$ cat src/rtl/core/hlc_pkg.sv
// hybrid logical clock package: field widths, register indexes, reset values
// no dependencies; imported by hybrid_logical_clock_top
package hlc_pkg;

   localparam int LOGICAL_BITS_DEF = 12;
   localparam int PHYS_BITS_DEF    = 52;

   localparam int USEC_W = 52;
   localparam int TIME_W = 64;
   localparam int CSR_IDX_W = 2;

   localparam logic [USEC_W-1:0] USEC_MAX = {USEC_W{1'b1}};

   // register indexes on the csr port
   localparam logic [CSR_IDX_W-1:0] CSR_MAX_SKEW    = 2'd0;
   localparam logic [CSR_IDX_W-1:0] CSR_CRASH_BOUND = 2'd1;
   localparam logic [CSR_IDX_W-1:0] CSR_FAIL_ON     = 2'd2;
   localparam logic [CSR_IDX_W-1:0] CSR_CONTROL_ON  = 2'd3;

   localparam logic [USEC_W-1:0] MAX_SKEW_RST    = 52'd500000;
   localparam logic [USEC_W-1:0] CRASH_BOUND_RST = 52'd60000000;

   // item kinds
   localparam logic KIND_READ  = 1'b0;
   localparam logic KIND_MERGE = 1'b1;

endpackage

$ cat src/rtl/core/hybrid_logical_clock_top.sv
// hybrid logical clock, top level: input word register, single-pass update, result register
// depends on hlc_pkg
//
// usage
//   req_* carries one word: a read (kind 0) with physical time and its error bound, or a
//   merge (kind 1) with a packed peer time. a word is taken when req_valid is high and
//   req_stall is low. a read returns one rsp_* word; a merge returns nothing and only
//   moves the clock forward when the peer time (plus one logical tick) is later.
//   csr_* writes the skew limits and flags; csr_ready is always high, writes are meant
//   to land only while no word is in flight.
//   a read word passes the input register, then the result register. throughput: one word
//   per cycle while no rsp_stall holds a read in the input register, set by the
//   combinational compare/increment/subtract path between the two registers.
//   stall: when rsp_stall holds a result, a pending read waits in the input register
//   and req_stall rises; merge words keep flowing since they need no result slot.
//   reset: clock state goes to zero, skew registers to their defaults, both
//   pipeline registers empty.
module hybrid_logical_clock_top
   import hlc_pkg::*;
#(
   parameter int LOGICAL_BITS = LOGICAL_BITS_DEF,
   parameter int PHYS_BITS    = PHYS_BITS_DEF
) (
   input  logic                 clock,
   input  logic                 reset,

   input  logic                 req_valid,
   output logic                 req_stall,
   input  logic                 req_kind,
   input  logic [USEC_W-1:0]    req_phys_now_usec,
   input  logic [USEC_W-1:0]    req_phys_error_usec,
   input  logic [TIME_W-1:0]    req_peer_time,
   input  logic                 req_peer_valid,

   output logic                 rsp_valid,
   input  logic                 rsp_stall,
   output logic [TIME_W-1:0]    rsp_stamp,
   output logic [USEC_W-1:0]    rsp_error_usec,
   output logic [USEC_W-1:0]    rsp_skew_usec,
   output logic                 rsp_skew_fatal,
   output logic                 rsp_skew_warning,

   input  logic                 csr_valid,
   output logic                 csr_ready,
   input  logic [CSR_IDX_W-1:0] csr_index,
   input  logic [USEC_W-1:0]    csr_data
);

   localparam int LB = LOGICAL_BITS;
   localparam int PB = PHYS_BITS;
   // compare width wide enough for both stored micros and 52-bit fields
   localparam int NW = (PB > USEC_W) ? PB : USEC_W;
   localparam int SW = NW + 1;

   // configuration registers
   logic [USEC_W-1:0] max_skew_ff;
   logic [USEC_W-1:0] crash_bound_ff;
   logic              fail_on_ff;
   logic              control_on_ff;

   // clock state
   logic [PB-1:0] last_micros_ff, last_micros_in;
   logic [LB-1:0] logical_ff, logical_in;

   // input word register
   logic              s1_v_ff, s1_v_in;
   logic              s1_kind_ff;
   logic [USEC_W-1:0] s1_now_ff;
   logic [USEC_W-1:0] s1_err_ff;
   logic [TIME_W-1:0] s1_peer_ff;
   logic              s1_pvalid_ff;

   // result register
   logic              rsp_v_ff, rsp_v_in;
   logic [TIME_W-1:0] rsp_time_ff, rsp_time_in;
   logic [USEC_W-1:0] rsp_err_ff, rsp_err_in;
   logic [USEC_W-1:0] rsp_skew_ff, rsp_skew_in;
   logic              rsp_fatal_ff, rsp_fatal_in;
   logic              rsp_warn_ff, rsp_warn_in;

   logic req_take;
   logic out_free;
   logic adv;

   // read path
   logic [PB-1:0] now_p;
   logic          ahead;
   logic [PB-1:0] skew_p;
   logic [NW-1:0] skew_w;
   logic          over_max;
   logic          hard;
   logic          fatal;
   logic          warn;
   logic          l_wrap;
   logic [LB-1:0] rd_l;
   logic [PB-1:0] rd_m;
   logic [PB-1:0] diff_p;
   logic [SW-1:0] e_sum;
   logic          e_sat;

   // merge path
   logic [PB-1:0] pm_raw;
   logic [LB-1:0] pl_raw;
   logic          p_wrap;
   logic [PB-1:0] pm;
   logic [LB-1:0] pl;
   logic          peer_later;

   assign csr_ready = 1'b1;

   // a read needs the result slot; a merge leaves at once
   assign out_free  = !rsp_v_ff || !rsp_stall;
   assign adv       = s1_v_ff && ((s1_kind_ff == KIND_MERGE) || out_free);
   assign req_stall = s1_v_ff && !adv;
   assign req_take  = req_valid && !req_stall;

   // read: jump ahead or tick the logical counter
   assign now_p    = PB'(s1_now_ff);
   assign ahead    = now_p > last_micros_ff;
   assign skew_p   = (now_p < last_micros_ff) ? (last_micros_ff - now_p) : '0;
   assign skew_w   = NW'(skew_p);
   assign over_max = skew_w > NW'(max_skew_ff);
   assign hard     = fail_on_ff || ((crash_bound_ff != '0) && (skew_w > NW'(crash_bound_ff)));
   assign fatal    = over_max && hard && control_on_ff;
   assign warn     = over_max && !(hard && control_on_ff);

   assign l_wrap = &logical_ff;
   assign rd_l   = logical_ff + LB'(1);
   assign rd_m   = l_wrap ? (last_micros_ff + PB'(1)) : last_micros_ff;

   // widened error: distance from physical now plus its own bound, saturated
   assign diff_p = (rd_m >= now_p) ? (rd_m - now_p) : '0;
   assign e_sum  = SW'(diff_p) + SW'(s1_err_ff);
   assign e_sat  = (SW'(diff_p) > SW'(USEC_MAX)) || (e_sum > SW'(USEC_MAX));

   // merge: peer time plus one logical tick, kept if lexicographically later
   assign pm_raw     = PB'(s1_peer_ff >> LB);
   assign pl_raw     = s1_peer_ff[LB-1:0];
   assign p_wrap     = &pl_raw;
   assign pl         = pl_raw + LB'(1);
   assign pm         = p_wrap ? (pm_raw + PB'(1)) : pm_raw;
   assign peer_later = (last_micros_ff < pm) || ((last_micros_ff == pm) && (logical_ff < pl));

   always_comb begin
      last_micros_in = last_micros_ff;
      logical_in     = logical_ff;
      rsp_time_in    = rsp_time_ff;
      rsp_err_in     = rsp_err_ff;
      rsp_skew_in    = rsp_skew_ff;
      rsp_fatal_in   = rsp_fatal_ff;
      rsp_warn_in    = rsp_warn_ff;
      rsp_v_in       = rsp_v_ff && rsp_stall;

      if (adv) begin
         case (s1_kind_ff)
            KIND_MERGE: begin
               if (s1_pvalid_ff && peer_later) begin
                  last_micros_in = pm;
                  logical_in     = pl;
               end
            end
            KIND_READ: begin
               rsp_v_in = 1'b1;
               if (ahead) begin
                  last_micros_in = now_p;
                  logical_in     = LB'(1);
                  rsp_time_in    = TIME_W'({now_p, LB'(0)});
                  rsp_err_in     = s1_err_ff;
                  rsp_skew_in    = '0;
                  rsp_fatal_in   = 1'b0;
                  rsp_warn_in    = 1'b0;
               end else begin
                  last_micros_in = rd_m;
                  logical_in     = rd_l;
                  rsp_time_in    = TIME_W'({rd_m, rd_l}) - TIME_W'(1);
                  rsp_err_in     = e_sat ? USEC_MAX : e_sum[USEC_W-1:0];
                  rsp_skew_in    = (skew_w > NW'(USEC_MAX)) ? USEC_MAX : skew_w[USEC_W-1:0];
                  rsp_fatal_in   = fatal;
                  rsp_warn_in    = warn;
               end
            end
            default: begin
               rsp_v_in = rsp_v_ff && rsp_stall;
            end
         endcase
      end
   end

   always_comb begin
      s1_v_in = s1_v_ff && !adv;
      if (req_take) begin
         s1_v_in = 1'b1;
      end
   end

   // control state
   always_ff @(posedge clock) begin
      if (reset) begin
         s1_v_ff        <= 1'b0;
         rsp_v_ff       <= 1'b0;
         last_micros_ff <= '0;
         logical_ff     <= '0;
      end else begin
         s1_v_ff        <= s1_v_in;
         rsp_v_ff       <= rsp_v_in;
         last_micros_ff <= last_micros_in;
         logical_ff     <= logical_in;
      end
   end

   // configuration registers
   always_ff @(posedge clock) begin
      if (reset) begin
         max_skew_ff    <= MAX_SKEW_RST;
         crash_bound_ff <= CRASH_BOUND_RST;
         fail_on_ff     <= 1'b1;
         control_on_ff  <= 1'b0;
      end else if (csr_valid && csr_ready) begin
         case (csr_index)
            CSR_MAX_SKEW:    max_skew_ff    <= csr_data;
            CSR_CRASH_BOUND: crash_bound_ff <= csr_data;
            CSR_FAIL_ON:     fail_on_ff     <= csr_data[0];
            CSR_CONTROL_ON:  control_on_ff  <= csr_data[0];
            default: begin
            end
         endcase
      end
   end

   // payload registers
   always_ff @(posedge clock) begin
      if (req_take) begin
         s1_kind_ff   <= req_kind;
         s1_now_ff    <= req_phys_now_usec;
         s1_err_ff    <= req_phys_error_usec;
         s1_peer_ff   <= req_peer_time;
         s1_pvalid_ff <= req_peer_valid;
      end
      rsp_time_ff  <= rsp_time_in;
      rsp_err_ff   <= rsp_err_in;
      rsp_skew_ff  <= rsp_skew_in;
      rsp_fatal_ff <= rsp_fatal_in;
      rsp_warn_ff  <= rsp_warn_in;
   end

   assign rsp_valid        = rsp_v_ff;
   assign rsp_stamp        = rsp_time_ff;
   assign rsp_error_usec   = rsp_err_ff;
   assign rsp_skew_usec    = rsp_skew_ff;
   assign rsp_skew_fatal   = rsp_fatal_ff;
   assign rsp_skew_warning = rsp_warn_ff;

   // a stall toward the sender only comes from a held word
   a_stall_needs_word: assert property (@(posedge clock) disable iff (reset)
      req_stall |-> s1_v_ff)
      else $error("req_stall raised with empty input register");

   // every read that leaves the input register shows up as a result
   a_read_gives_word: assert property (@(posedge clock) disable iff (reset)
      (adv && (s1_kind_ff == KIND_READ)) |=> rsp_v_ff)
      else $error("read word lost between registers");

   // clock state moves only when a word is processed
   a_state_quiet: assert property (@(posedge clock) disable iff (reset)
      !adv |=> ($stable(last_micros_ff) && $stable(logical_ff)))
      else $error("clock state changed without a word");

   // warning and fatal never both set
   a_flags_exclusive: assert property (@(posedge clock) disable iff (reset)
      rsp_v_ff |-> !(rsp_fatal_ff && rsp_warn_ff))
      else $error("skew fatal and warning both set");

endmodule

$ cat config.mk
export PLATFORM = sky130hd
export DESIGN_NAME = hybrid_logical_clock_top
export DESIGN_NICKNAME = d
export VERILOG_FILES = /design/src/rtl/core/hlc_pkg.sv /design/src/rtl/core/hybrid_logical_clock_top.sv
export SDC_FILE = /design/constraint.sdc
export NUM_CORES = 2
export LEC_CHECK = 0
export ABC_AREA = 0
export BUFFER_PORTS_ARGS = -buffer_cell sky130_fd_sc_hd__buf_4
export CORE_ASPECT_RATIO = 1.5
export CORE_UTILIZATION = 60
export CTS_CLUSTER_DIAMETER = 100
export DETAILED_ROUTE_END_ITERATION = 12
export GPL_ROUTABILITY_DRIVEN = 0
export GPL_TIMING_DRIVEN = 1
export PLACE_DENSITY_LB_ADDON = 0.05
export SLEW_MARGIN = 20
export SYNTH_ARGS = -nofsm -noshare
export SYNTH_HDL_FRONTEND = slang
export SYNTH_SLANG_ARGS = --single-unit
$ cat constraint.sdc
create_clock -name clock -period 13.9 [get_ports clock]
set_input_delay 1.39 -clock clock [delete_from_list [all_inputs] [get_ports clock]]
set_output_delay 1.39 -clock clock [all_outputs]
set_load 0.01 [all_outputs]
==> impl_metrics.py <==
metrics = {
    "run_status": {
        "status": "completed",
    },
    "sta": {
        "drv_slew": 0,
        "rsz0062_at_grt": "false",
        "finalSetupViolations": 0,
        "skew_ns": 0.03836,
        "slew_headroom_pct": 27.49,
        "period_minus_slack_ns": 11.22,
        "hold_violations": 0,
        "setup_tns_ns": 0,
        "fin_crit_sh_pct": 80.69,
        "worstMarginPinSlew_ns": 1.079,
        "fmax_mhz": 89.16,
    },
    "layout": {
        "fin_util_pct": 69.48,
        "antenna-diode-count": 0,
        "syn_to_final_growth_pct": 14.29,
        "drive_above_1_share_pct": 13.83,
        "final_common_cell": "nor2_1",
        "layout.nets": 5008,
        "final_cell_mix": "nor2_1 (469), buf_4 (427), a21oi_1 (399), nand2_1 (398), edfxtp_1 (340)",
    },
    "placement": {
        "io_buffers": 400,
        "dp_hpwl_mm": 93.92,
    },
    "critical_path": {
        "cp_slowest_cell": "nand4_1",
        "crit_type": "flip-flop to flip-flop",
        "cp-start-kind": "flip-flop",
        "ff2ff_path_depth": 32,
        "rrSetupSlack_ns": 2.68,
        "critPathMaxFanout": 34,
        "required_ns": 14.25,
        "critPathCaptureType": "flip-flop",
        "slowest_delay_ns": 0.77,
        "arrival_ns": 11.57,
    },
    "floorplan": {
        "die_h_um": 304.3,
        "num_io_pins": 402,
        "die_w_um": 203.6,
        "rows": 110,
        "design.die.area_um2": 61950,
        "initial_core_util_pct": 60.79,
        "coreArea_um2": 60150,
    },
    "synth": {
        "syn_nets": 4717,
        "synthTopCellsByArea": "edfxtp_1 (28%), ha_1 (11%), dfxtp_1 (9.4%), a21oi_1 (5.5%), nor2_1 (4.8%)",
        "synth_edf_count": 340,
        "synth_area_um2": 36570,
        "synth_cells": 4157,
        "ys_types": 100,
        "synth_top_area_share_pct": 27.92,
        "ys_warn_count": 0,
        "yosysTopAreaCell": "edfxtp_1",
        "avgSynthCellArea_um2": 8.796,
        "synth-main-ff-cell": "edfxtp_1",
        "ys_ff_latch": 512,
        "ys_seq_area_share_pct": 37.34,
        "async_flop_share_pct": 0,
    },
    "pwr": {
        "p_leak_nw": 17.67,
        "vdd_drop_max_mv": 0.1047,
        "power_density_nw_per_um2": 101.9,
    },
    "clock_network": {
        "clk_pin_slew_ns": 0.07,
        "cts_hold_buf": 0,
        "postCtsResizedCells": 0,
        "insertion_delay_ns": 0.65,
        "cts_made_buffers": 51,
        "htreeDepth": 2,
        "clockBufferDepth": 3,
        "root_buffer": "clkbuf_16",
        "tritoncts": "yes",
        "cts_sinks": 512,
        "cts_setup_buffers": 0,
    },
    "detailed_routing": {
        "drtIter0Drc": 3080,
        "vias_per_cell": 6.289,
        "drc": 0,
        "wl_per_cell_um": 22.81,
        "first_pass_iters": 9,
        "num_vias": 33167,
        "final_antenna_net_count": 0,
        "drt-total-wl_mm": 120.3,
    },
    "global_routing": {
        "grt.busiest_layer": "met2",
        "grt_overflow": 0,
        "grt_use_total_pct": 38.07,
        "antenna_found_initial": 1,
        "grt_pass1_vias": 31702,
        "grt_pass1_wl_mm": 179.8,
        "grt_max_degree": 117,
        "grtUsageMet3_pct": 7.325,
        "grt_util_met1_pct": 44.58,
        "met2_usage_pct": 61.81,
    },
    "hold_path": {
        "holdPathStages": 2,
        "hold_class": "flip-flop to flip-flop",
    },
    "job": {
        "maxCapViolCount": 0,
    },
}
## worst paths after layout
| kind | from | endpoint |
|---|---|---|
| max | logical_ff[1]$_SDFFE_PP0P_ | rsp_error_usec[49]$_DFFE_PP_ |
| max reg2reg | logical_ff[1]$_SDFFE_PP0P_ | rsp_error_usec[49]$_DFFE_PP_ |
| min reg2reg | max_skew_ff[10]$_SDFFE_PP0P_ | max_skew_ff[10]$_SDFFE_PP0P_ |
| min | max_skew_ff[10]$_SDFFE_PP0P_ | max_skew_ff[10]$_SDFFE_PP0P_ |
## synth_stat cells, types with 9 or more instances
master / number
and2_1: 23
and4_1: 12
o31ai_1: 22
a31oi_1: 32
nor3_1: 91
nor2_1: 469
nand4_1: 94
a21oi_1: 400
o22ai_1: 10
or2_2: 19
o21a_1: 21
xor2_1: 126
a21o_1: 148
a221oi_1: 10
nor3b_1: 13
inv_1: 232
nand2_1: 399
xnor2_1: 175
o221ai_1: 12
or3_1: 23
or4_1: 9
o21bai_1: 28
buf_1: 9
ha_1: 328
dfxtp_1: 172
clkbuf_1: 158
nor2b_1: 26
mux2i_1: 24
o21ai_0: 148
nor4_1: 44
mux2_2: 37
o211ai_1: 27
and3_1: 55
nand2b_1: 41
o22a_1: 11
edfxtp_1: 340
a211oi_1: 66
nand3_1: 112
a211o_1: 34
## worst max-delay path: cells and delay by family (launching register included)
family,cells,cell delay [ns]
AO/OA/AOI/OAI,12,3.45
XOR/XNOR,1,0.35
adder cells (fa/ha/maj),4,1.28
buffers and inverters,5,1.68
flip-flops,1,0.56
AND/OR/NAND/NOR,10,3.56
## registers in the layout (all words and copies together) (netlist names)
register / cells
rsp_skew_fatal: 1
s1_v_ff: 1
max_skew_ff: 52
s1_kind_ff: 1
fail_on_ff: 1
rsp_skew_warning: 1
rsp_skew_usec: 52
crash_bound_ff: 52
rsp_valid: 1
rsp_error_usec: 52
s1_err_ff: 52
rsp_stamp: 64
last_micros_ff: 52
logical_ff: 12
now_p: 52
s1_pvalid_ff: 1
s1_peer_ff: 64
control_on_ff: 1
## cells by family after synthesis
family | after synthesis | synth area share [%]
flops | 512 | 37.34
xor+xnor | 302 | 7.254
compound gates | 1046 | 18.16
buf+inv | 422 | 4.633
mux | 61 | 1.796
fa+ha+maj | 331 | 11.39
other cells | 1 | 0.01026
simple gates | 1482 | 19.42
## area by class of cell
class / count / area, um2
multi-input cells: 3223 / 21290
fillers: 4931 / 18360
flip-flops and latches: 512 / 13650
repair buffers: 428 / 3226
clock buffers: 57 / 1330
well taps: 784 / 980.9
inverters: 232 / 870.8
clock inverters: 38 / 441.7
## layer usage
layer	vias to the layer above	wire (um)	part of all wire, %
li1	15650	-	-
met1	15358	44210	37
met2	1710	55560	46
met3	447	10480	8.7
met4	2	10030	8.3
met5	-	13	0.011
## report_power, final
| group | total, W | internal (W) | switching [W] | leakage, nW |
|---|---|---|---|---|
| Clock | 0.00148 | 0.000845 | 0.000633 | 0.865 |
| Combinational | 0.000997 | 0.000373 | 0.000623 | 12.1 |
| Sequential | 0.00179 | 0.00170 | 0.0000832 | 4.69 |
## through the flow
stage	worst slack [ns]	hold WS (ns)	instance area, um2	instances	power, W
3_5_place_dp	3.091	0.4471	40010	5179	0.002777
6_report	2.684	0.4542	41790	5274	0.004260
2_1_floorplan	3.083	0.4363	36570	4157	0.002435
4_1_cts	2.985	0.4554	41790	5274	0.004241
5_1_grt	2.010	0.4717	41790	5274	0.004397
3_3_place_gp	3.310	0.4423	40010	5179	0.002769
Note: power is estimated with default switching activity, not from simulation.
